==> src/rtl/uer_pkg.sv <==
// ----------------------------------------------------------------------------
// uer_pkg
// Shared types and constants of the ultrasonic echo ranger: register map,
// reset values, controller phase and status codes, and the distance constant.
// ----------------------------------------------------------------------------
package uer_pkg;

	// register indexes on the configuration port
	localparam int unsigned CfgIdxW = 3;
	localparam logic [CfgIdxW-1:0] REG_TIMEOUT = 3'd0;
	localparam logic [CfgIdxW-1:0] REG_SETTLE  = 3'd1;
	localparam logic [CfgIdxW-1:0] REG_TRIGGER = 3'd2;
	localparam logic [CfgIdxW-1:0] REG_MIN     = 3'd3;
	localparam logic [CfgIdxW-1:0] REG_MAX     = 3'd4;

	localparam int unsigned CfgDataW = 16;
	localparam int unsigned UsW      = 17;

	// register reset values
	localparam logic [15:0] TIMEOUT_RST = 16'd30000;
	localparam logic [15:0] SETTLE_RST  = 16'd2000;
	localparam logic [7:0]  TRIGGER_RST = 8'd10;
	localparam logic [15:0] MIN_RST     = 16'd116;
	localparam logic [15:0] MAX_RST     = 16'd23200;

	// controller phases
	localparam logic [2:0] PH_IDLE   = 3'd0;
	localparam logic [2:0] PH_SETTLE = 3'd1;
	localparam logic [2:0] PH_TRIG   = 3'd2;
	localparam logic [2:0] PH_WAIT   = 3'd3;
	localparam logic [2:0] PH_ECHO   = 3'd4;

	// measurement status
	localparam logic [1:0] ST_OK       = 2'd0;
	localparam logic [1:0] ST_NO_RISE  = 2'd1;
	localparam logic [1:0] ST_TOO_LONG = 2'd2;
	localparam logic [1:0] ST_RANGE    = 2'd3;

	// distance = floor(us*64/58) = floor(us*32/29) = floor(us * RECIP / 2^21),
	// RECIP = ceil(2^26/29); exact for us up to 2^16 (error term 7*2^21 < 2^26)
	localparam int unsigned RecipW   = 22;
	localparam int unsigned RecipSh  = 21;
	localparam logic [RecipW-1:0] RECIP = 22'd2314099;

	typedef struct packed {
		logic [15:0] max_wait_us;
		logic [15:0] settle_us;
		logic [7:0]  trigger_us;
		logic [15:0] min_echo_us;
		logic [15:0] max_echo_us;
	} cfg_t;

	typedef struct packed {
		logic           trigger_out;
		logic           done_res;
		logic           valid_res;
		logic [1:0]     status;
		logic [UsW-1:0] echo_us;
	} ctrl_res_t;

endpackage

==> src/rtl/uer_ctrl.sv <==
// ----------------------------------------------------------------------------
// uer_ctrl
// Trigger / echo phase machine. Each accepted word is one microsecond tick;
// the machine advances once per accepted word and gives that tick's result.
// ----------------------------------------------------------------------------
module uer_ctrl (
	input  logic               clk,
	input  logic               arst_n,
	input  logic               tick,
	input  logic               start_req,
	input  logic               echo_level,
	input  uer_pkg::cfg_t      cfg,
	output uer_pkg::ctrl_res_t res
);

	logic [2:0]                   phase_q, phase_d;
	logic [uer_pkg::UsW-1:0]      tick_q, tick_d, tick_inc;
	logic [uer_pkg::UsW-1:0]      timeout_x;

	assign tick_inc  = tick_q + 17'd1;
	assign timeout_x = {1'b0, cfg.max_wait_us};

	// next phase and result of this tick
	always_comb begin
		phase_d = phase_q;
		tick_d  = tick_q;
		res     = '0;
		unique case (phase_q)
			uer_pkg::PH_SETTLE: begin
				tick_d = tick_inc;
				if (tick_inc >= {1'b0, cfg.settle_us}) begin
					phase_d = uer_pkg::PH_TRIG;
					tick_d  = '0;
				end
			end
			uer_pkg::PH_TRIG: begin
				res.trigger_out = 1'b1;
				tick_d = tick_inc;
				if (tick_inc >= {9'd0, cfg.trigger_us}) begin
					phase_d = uer_pkg::PH_WAIT;
					tick_d  = '0;
				end
			end
			uer_pkg::PH_WAIT: begin
				if (echo_level) begin
					phase_d = uer_pkg::PH_ECHO;
					tick_d  = 17'd1;
					// zero timeout: a single high tick already overruns
					if (cfg.max_wait_us == 16'd0) begin
						res.done_res = 1'b1;
						res.status   = uer_pkg::ST_TOO_LONG;
						res.echo_us  = 17'd1;
						phase_d      = uer_pkg::PH_IDLE;
						tick_d       = '0;
					end
				end else begin
					tick_d = tick_inc;
					if (tick_inc > timeout_x) begin
						res.done_res = 1'b1;
						res.status   = uer_pkg::ST_NO_RISE;
						phase_d      = uer_pkg::PH_IDLE;
						tick_d       = '0;
					end
				end
			end
			uer_pkg::PH_ECHO: begin
				if (echo_level) begin
					tick_d = tick_inc;
					if (tick_inc > timeout_x) begin
						res.done_res = 1'b1;
						res.status   = uer_pkg::ST_TOO_LONG;
						res.echo_us  = tick_inc;
						phase_d      = uer_pkg::PH_IDLE;
						tick_d       = '0;
					end
				end else begin
					// falling edge: range-check the pulse
					res.done_res = 1'b1;
					res.echo_us  = tick_q;
					if (tick_q < {1'b0, cfg.min_echo_us} ||
					    tick_q > {1'b0, cfg.max_echo_us}) begin
						res.status = uer_pkg::ST_RANGE;
					end else begin
						res.status    = uer_pkg::ST_OK;
						res.valid_res = 1'b1;
					end
					phase_d = uer_pkg::PH_IDLE;
					tick_d  = '0;
				end
			end
			default: begin
				phase_d = uer_pkg::PH_IDLE;
				if (start_req) begin
					phase_d = (cfg.settle_us == 16'd0) ? uer_pkg::PH_TRIG
					                                   : uer_pkg::PH_SETTLE;
					tick_d  = '0;
				end
			end
		endcase
	end

	// advance on each accepted tick
	always_ff @(posedge clk or negedge arst_n) begin
		if (!arst_n) begin
			phase_q <= uer_pkg::PH_IDLE;
			tick_q  <= '0;
		end else if (tick) begin
			phase_q <= phase_d;
			tick_q  <= tick_d;
		end
	end

endmodule

==> src/rtl/ultrasonic_echo_ranger.sv <==
// ----------------------------------------------------------------------------
// ultrasonic_echo_ranger
// Ultrasonic rangefinder trigger / echo controller with distance output.
// ----------------------------------------------------------------------------
// Every input word is one microsecond tick and yields exactly one output word.
// The block takes one word per clock cycle while in_stall is low. A result is
// registered in the first stage, which runs the phase machine, and again in
// the second, which turns the pulse length into 1/64 cm with one reciprocal
// multiply. A stall on a waiting output word freezes both stages and is
// passed back as in_stall. Configuration registers are written directly and
// act on the next tick.
module ultrasonic_echo_ranger (
	input  logic                            clk,
	input  logic                            arst_n,
	// configuration port
	input  logic                            cfg_wr,
	input  logic [uer_pkg::CfgIdxW-1:0]     cfg_index,
	input  logic [uer_pkg::CfgDataW-1:0]    cfg_data,
	// input channel
	input  logic                            in_valid,
	output logic                            in_stall,
	input  logic                            start_req,
	input  logic                            echo_level,
	// output channel
	output logic                            out_valid,
	input  logic                            out_stall,
	output logic                            trigger_out,
	output logic                            done_res,
	output logic                            valid_res,
	output logic [1:0]                      status,
	output logic [uer_pkg::UsW-1:0]         echo_us,
	output logic [uer_pkg::UsW-1:0]         distance_q6
);

	uer_pkg::cfg_t      cfg_q;
	uer_pkg::ctrl_res_t res;
	uer_pkg::ctrl_res_t res_s1, res_s2;
	logic               valid_s1, valid_s2;
	logic               advance, accept;
	logic [uer_pkg::UsW-1:0]                    dist_s2;
	logic [uer_pkg::UsW+uer_pkg::RecipW-1:0]    prod;

	// configuration registers
	always_ff @(posedge clk or negedge arst_n) begin
		if (!arst_n) begin
			cfg_q.max_wait_us <= uer_pkg::TIMEOUT_RST;
			cfg_q.settle_us   <= uer_pkg::SETTLE_RST;
			cfg_q.trigger_us  <= uer_pkg::TRIGGER_RST;
			cfg_q.min_echo_us <= uer_pkg::MIN_RST;
			cfg_q.max_echo_us <= uer_pkg::MAX_RST;
		end else if (cfg_wr) begin
			unique case (cfg_index)
				uer_pkg::REG_TIMEOUT: cfg_q.max_wait_us <= cfg_data;
				uer_pkg::REG_SETTLE:  cfg_q.settle_us   <= cfg_data;
				uer_pkg::REG_TRIGGER: cfg_q.trigger_us  <= cfg_data[7:0];
				uer_pkg::REG_MIN:     cfg_q.min_echo_us <= cfg_data;
				uer_pkg::REG_MAX:     cfg_q.max_echo_us <= cfg_data;
				default: ;
			endcase
		end
	end

	// pipeline moves whenever the output slot is free or being taken
	assign advance  = !valid_s2 || !out_stall;
	assign in_stall = !advance;
	assign accept   = in_valid && advance;

	uer_ctrl u_ctrl (
		.clk        (clk),
		.arst_n     (arst_n),
		.tick       (accept),
		.start_req  (start_req),
		.echo_level (echo_level),
		.cfg        (cfg_q),
		.res        (res)
	);

	// stage 1: phase machine result
	always_ff @(posedge clk or negedge arst_n) begin
		if (!arst_n) begin
			valid_s1 <= 1'b0;
		end else if (advance) begin
			valid_s1 <= accept;
		end
	end

	always_ff @(posedge clk) begin
		if (accept) begin
			res_s1 <= res;
		end
	end

	// stage 2: distance by reciprocal multiply
	assign prod = uer_pkg::UsW'(res_s1.echo_us) * uer_pkg::RECIP;

	always_ff @(posedge clk or negedge arst_n) begin
		if (!arst_n) begin
			valid_s2 <= 1'b0;
		end else if (advance) begin
			valid_s2 <= valid_s1;
		end
	end

	always_ff @(posedge clk) begin
		if (advance && valid_s1) begin
			res_s2  <= res_s1;
			dist_s2 <= prod[uer_pkg::RecipSh +: uer_pkg::UsW];
		end
	end

	assign out_valid   = valid_s2;
	assign trigger_out = res_s2.trigger_out;
	assign done_res    = res_s2.done_res;
	assign valid_res   = res_s2.valid_res;
	assign status      = res_s2.status;
	assign echo_us     = res_s2.echo_us;
	assign distance_q6 = dist_s2;

	// a good measurement is a finished one with status ok
	a_valid_ok: assert property (@(posedge clk) disable iff (!arst_n)
		out_valid && valid_res |-> done_res && status == uer_pkg::ST_OK)
		else $error("valid_res without finished ok measurement");

	// ticks that finish nothing carry an empty result
	a_idle_zero: assert property (@(posedge clk) disable iff (!arst_n)
		out_valid && !done_res |-> echo_us == '0 && distance_q6 == '0 &&
		status == uer_pkg::ST_OK && !valid_res)
		else $error("non-final tick carries result data");

	// the trigger pulse never overlaps a finishing tick
	a_trig_done: assert property (@(posedge clk) disable iff (!arst_n)
		out_valid && trigger_out |-> !done_res)
		else $error("trigger high on finishing tick");

	// an accepted word reaches the output stage once the pipe moves again
	a_flow: assert property (@(posedge clk) disable iff (!arst_n)
		valid_s1 && advance |=> valid_s2)
		else $error("stage 1 word lost");

endmodule

==> config.mk <==
export PLATFORM = sky130hd
export DESIGN_NAME = ultrasonic_echo_ranger
export DESIGN_NICKNAME = d
export VERILOG_FILES = /design/src/rtl/uer_pkg.sv /design/src/rtl/uer_ctrl.sv /design/src/rtl/ultrasonic_echo_ranger.sv
export SDC_FILE = /design/constraint.sdc
export NUM_CORES = 1
export LEC_CHECK = 0
export BUFFER_PORTS_ARGS = -buffer_cell sky130_fd_sc_hd__buf_4
export CAP_MARGIN = 30
export CORE_ASPECT_RATIO = 0.6
export CORE_MARGIN = 1.5
export CORE_UTILIZATION = 30
export CTS_CLUSTER_DIAMETER = 150
export DETAILED_ROUTE_END_ITERATION = 12
export PLACE_DENSITY_LB_ADDON = 0.25
export SETUP_SLACK_MARGIN = 0.02
export SYNTH_ARGS = -nofsm -noshare
export SYNTH_HDL_FRONTEND = slang
export SYNTH_HIERARCHICAL = 1
export SYNTH_SLANG_ARGS = --single-unit
==> constraint.sdc <==
create_clock -name clk -period 9 [get_ports clk]
set_clock_uncertainty 0.05 [all_clocks]
set_input_delay 0.9 -clock clk [delete_from_list [all_inputs] [get_ports clk]]
set_output_delay 0.9 -clock clk [all_outputs]
set_load 0.02 [all_outputs]
==> flow_metrics.tcl <==
set metrics [dict create \
    num_ports 67 \
    crit_type "reg2reg" \
    pin_count_of_the_biggest_net_entering_global_routing 52 \
    grt.overflow.total 0 \
    fin_nets 1912 \
    yosys_warnings 6 \
    grt_setup_unrepaired "no" \
    power_density_mw_per_mm2 352 \
    critical_path_arrival_ns 6.68 \
    post-dp-hpwl_mm 35.7 \
    timing.final.hold_violations 0 \
    floorplan.initialDensity_pct 30.5 \
    place.port_buffers 66 \
    worst_pin_slew_ns 0.912 \
    gp_routability_congestion 0.917 \
    tns_ns 0 \
    cts_buffer_depth 2 \
    cellLeakagePower_nw 8.07 \
    vertical_die_dimension_um 177 \
    number_of_design_rule_violations_left_after_detail_routing 0 \
    cts-hold-fix-buffers 0 \
    grt_first_pass_wirelength_mm 67.5 \
    drtPass1Iterations 5 \
    routed_via_density 4.94 \
    r2r_cells 18 \
    drt_first_iter_violations 933 \
    cts_inserted_buffers 17 \
    mostFrequentLayoutCells "sky130_fd_sc_hd__inv_1 (305), sky130_fd_sc_hd__ha_1 (222), sky130_fd_sc_hd__fa_1 (128)" \
    hold_depth 0 \
    number_of_antenna_violations_at_the_first_check_in_global_routing 1 \
    clock_latency_ns 0.45 \
    postSynth.asyncResetShare_pct 60.6 \
    final_common_cell "sky130_fd_sc_hd__inv_1" \
    n_fill_cell 5042 \
    antenna_violating_nets_post_route 0 \
    cts_root_buffer "sky130_fd_sc_hd__clkbuf_16" \
    finish_stage_setup_viols 0 \
    synth-main-ff-cell "sky130_fd_sc_hd__dfrtp_1" \
    timing.critical_path.from_type "flop" \
    worst_hold_startpoint "res_s1[20]" \
    internal-power_mw 2.97 \
    timing.critical_path.fanout_max 8 \
    synth.ff_latch_count 155 \
    hold_path_class "reg2reg" \
    p_sw_mw 3.01 \
    routed_wirelength_mm 43.1 \
    clock.fmax_mhz 155 \
    p_seq_share_pct 18.7 \
    post_cts.resized_instances 0 \
    top_cell_type_by_total_area_after_synthesis "sky130_fd_sc_hd__ha_1" \
    maxSlewViolCount 0 \
    required_ns 9.21 \
    globalRouteTotalUtil_pct 17.5 \
    area_used_by_multi_input_combinational_logic_sq_mm 0.00965 \
    rr_endpoint "distance_q6[11]" \
    syn-instance-count 1478 \
    floorplan.die_area_sq_mm 0.0520 \
    area.growth.synth_to_final_pct 12.0 \
    slew_headroom_pct 38.6 \
    p_comb_share_pct 69.3 \
    synth.lib_cells_used.distinct 90 \
    vias 10876 \
    clk_pin_slew_worst_paths_ns 0.07 \
    syn_avg_cell_area_sq_um 10.3 \
    sequential_cell_area_sq_mm 0.00422 \
    cts_post_setup_buffers_inserted 0 \
    irDropWorstVdd_mv 0.368 \
    first_global_vias 11140 \
    synth_enable_flop_cells 61 \
    netlist.area_leader.share_pct 18.3 \
    regToRegStartpoint "res_s1[5]" \
    synth.cell_area_sq_mm 0.0152 \
    core_area_sq_mm 0.0497 \
    timing.critical_path.to_type "flop" \
    clockPowerShare_pct 12.0 \
    final.min_clock_period_ns 6.47 \
    finalPower_mw 5.98 \
    share_of_post_route_cells_with_drive_strength_above_1_pct 16.1 \
    rows 63 \
    wire_per_inst_um 19.6 \
    max_cap_violations 0 \
    synth.top_cells.by_area "sky130_fd_sc_hd__ha_1 (18%), sky130_fd_sc_hd__fa_1 (17%), sky130_fd_sc_hd__edfxtp_1 (12%), sky130_fd_sc_hd__dfrtp_1 (11%), sky130_fd_sc_hd__inv_1 (7.5%)" \
    run_status "finished, final reports clean" \
    tritoncts_num_sinks 155 \
    sw_frac_of_total_pct 50.3 \
    synth_sequential_area_ratio_pct 27.8 \
    final_min_period_over_clock_period_pct 71.9 \
    mappedNetlistNets 1854 \
    tritoncts_clock_tree "done" \
    r2r_slack_ns 2.53 \
    htreeDepth 4 \
    die_w_um 293 \
    hold-path-endpoint "done_res" \
]
-- state kept, by name, summed over array words and instances (netlist names) --
register,flops
echo_us,17
distance_q6,17
done_res,1
u_ctrl/phase_q,3
u_ctrl/tick_q,17
trigger_out,1
out_valid,1
status,2
cfg_q,72
res_s1,22
valid_res,1
valid_s1,1
-- cell usage after synthesis (5+ instances only) --
library cell               count
sky130_fd_sc_hd__fa_1        128
sky130_fd_sc_hd__nand2b_1     23
sky130_fd_sc_hd__nand3_1      36
sky130_fd_sc_hd__mux2_2       72
sky130_fd_sc_hd__o21a_1        6
sky130_fd_sc_hd__buf_2        13
sky130_fd_sc_hd__xnor2_1      24
sky130_fd_sc_hd__a21oi_1      67
sky130_fd_sc_hd__mux2i_1       5
sky130_fd_sc_hd__nor4_1        9
sky130_fd_sc_hd__xor2_1       20
sky130_fd_sc_hd__edfxtp_1     61
sky130_fd_sc_hd__or2_2         9
sky130_fd_sc_hd__dfrtp_1      69
sky130_fd_sc_hd__ha_1        222
sky130_fd_sc_hd__o21ai_0      42
sky130_fd_sc_hd__o22ai_1       5
sky130_fd_sc_hd__and2_1        8
sky130_fd_sc_hd__a21o_1       17
sky130_fd_sc_hd__nand2_1      64
sky130_fd_sc_hd__o31ai_1       5
sky130_fd_sc_hd__a211oi_1      8
sky130_fd_sc_hd__inv_1       305
sky130_fd_sc_hd__a31oi_1      11
sky130_fd_sc_hd__o21ai_2       9
sky130_fd_sc_hd__nor3_1       15
sky130_fd_sc_hd__nor2_1       58
sky130_fd_sc_hd__clkbuf_1     18
sky130_fd_sc_hd__dfstp_2      25
sky130_fd_sc_hd__nand4_1      20
-- area by class of cell --
class                           count  area share, %
Antenna cell                        1         0.0147
Clock buffer                       20           2.76
Clock inverter                     12          0.589
Inverter                          305           6.74
Multi-Input combinational cell    982           56.8
Sequential cell                   155           24.8
Tap cell                          650           4.79
Timing Repair Buffer               75           3.53
-- routing by layer --
| layer | part of all wire [%] | global-route usage [%] |
|---|---|---|
| met5 | 0 | 0 |
| met4 | 0.98 | 3.26 |
| met3 | 9.6 | 5.41 |
| met2 | 35 | 21.6 |
| met1 | 55 | 28.5 |
-- kinds of logic (layout without fill, tap and decap cells) --
family	count (synthesis)	count (layout)	synth area share [%]
AOI/OAI and AO/OA	224	224	9.93
xor gates and xnor gates	45	45	2.69
adders and majority gates	353	353	35.4
buffers and inverters	341	412	8.62
DFF	155	155	27.8
muxes	77	77	5.68
other	0	1	0
and+or+nand+nor	283	283	9.88
-- critical path: stages, from the launching register on --
cell                        delay [ns]
sky130_fd_sc_hd__edfxtp_1         0.63
sky130_fd_sc_hd__fa_1             0.72
sky130_fd_sc_hd__inv_1            0.09
sky130_fd_sc_hd__fa_1             0.50
sky130_fd_sc_hd__inv_1            0.06
sky130_fd_sc_hd__fa_1             0.52
sky130_fd_sc_hd__fa_1             0.45
sky130_fd_sc_hd__fa_1             0.55
sky130_fd_sc_hd__inv_1            0.06
sky130_fd_sc_hd__fa_1             0.52
sky130_fd_sc_hd__inv_1            0.04
sky130_fd_sc_hd__ha_1             0.37
sky130_fd_sc_hd__nand4_1          0.16
sky130_fd_sc_hd__nor3_1           0.24
sky130_fd_sc_hd__nor2_1           0.11
sky130_fd_sc_hd__a31oi_1          0.37
sky130_fd_sc_hd__o2111ai_2        0.27
sky130_fd_sc_hd__mux2i_1          0.19
sky130_fd_sc_hd__a2111oi_2        0.34
-- power by group through the flow --
stage	sequential, mW	combinational (mW)	clock (mW)
after global placement	1.13	4.04	0
after CTS	1.12	4.12	0.736
after floorplan	1.14	2.99	0
after detailed placement	1.13	4.08	0
after global routing	1.14	4.70	0.767
final	1.12	4.15	0.716
-- through the flow --
step	instances	setup slack [ns]	cell area [sq um]	util, %	hold slack [ns]
floorplan	1478	3.27	15200	-	0.350
global placement	2164	2.78	16400	32.9	0.363
detailed placement	2167	2.67	16400	33.1	0.366
CTS	2199	2.64	17000	34.2	0.377
global route	2200	2.31	17000	34.2	0.385
finish	2200	2.53	17000	34.2	0.372
-- worst max path at each step --
stage                   start               to  slack (ns)  depth (start not counted)
floorplan           res_s1[2]  distance_q6[16]        3.27                         18
global placement    res_s1[4]  distance_q6[16]        2.78                         18
detailed placement  res_s1[8]  distance_q6[11]        2.67                         18
CTS                 res_s1[5]  distance_q6[11]        2.64                         18
global route        res_s1[8]  distance_q6[11]        2.31                         18
finish              res_s1[5]  distance_q6[11]        2.53                         18
No activity file was read; power rests on OpenSTA's default activity.
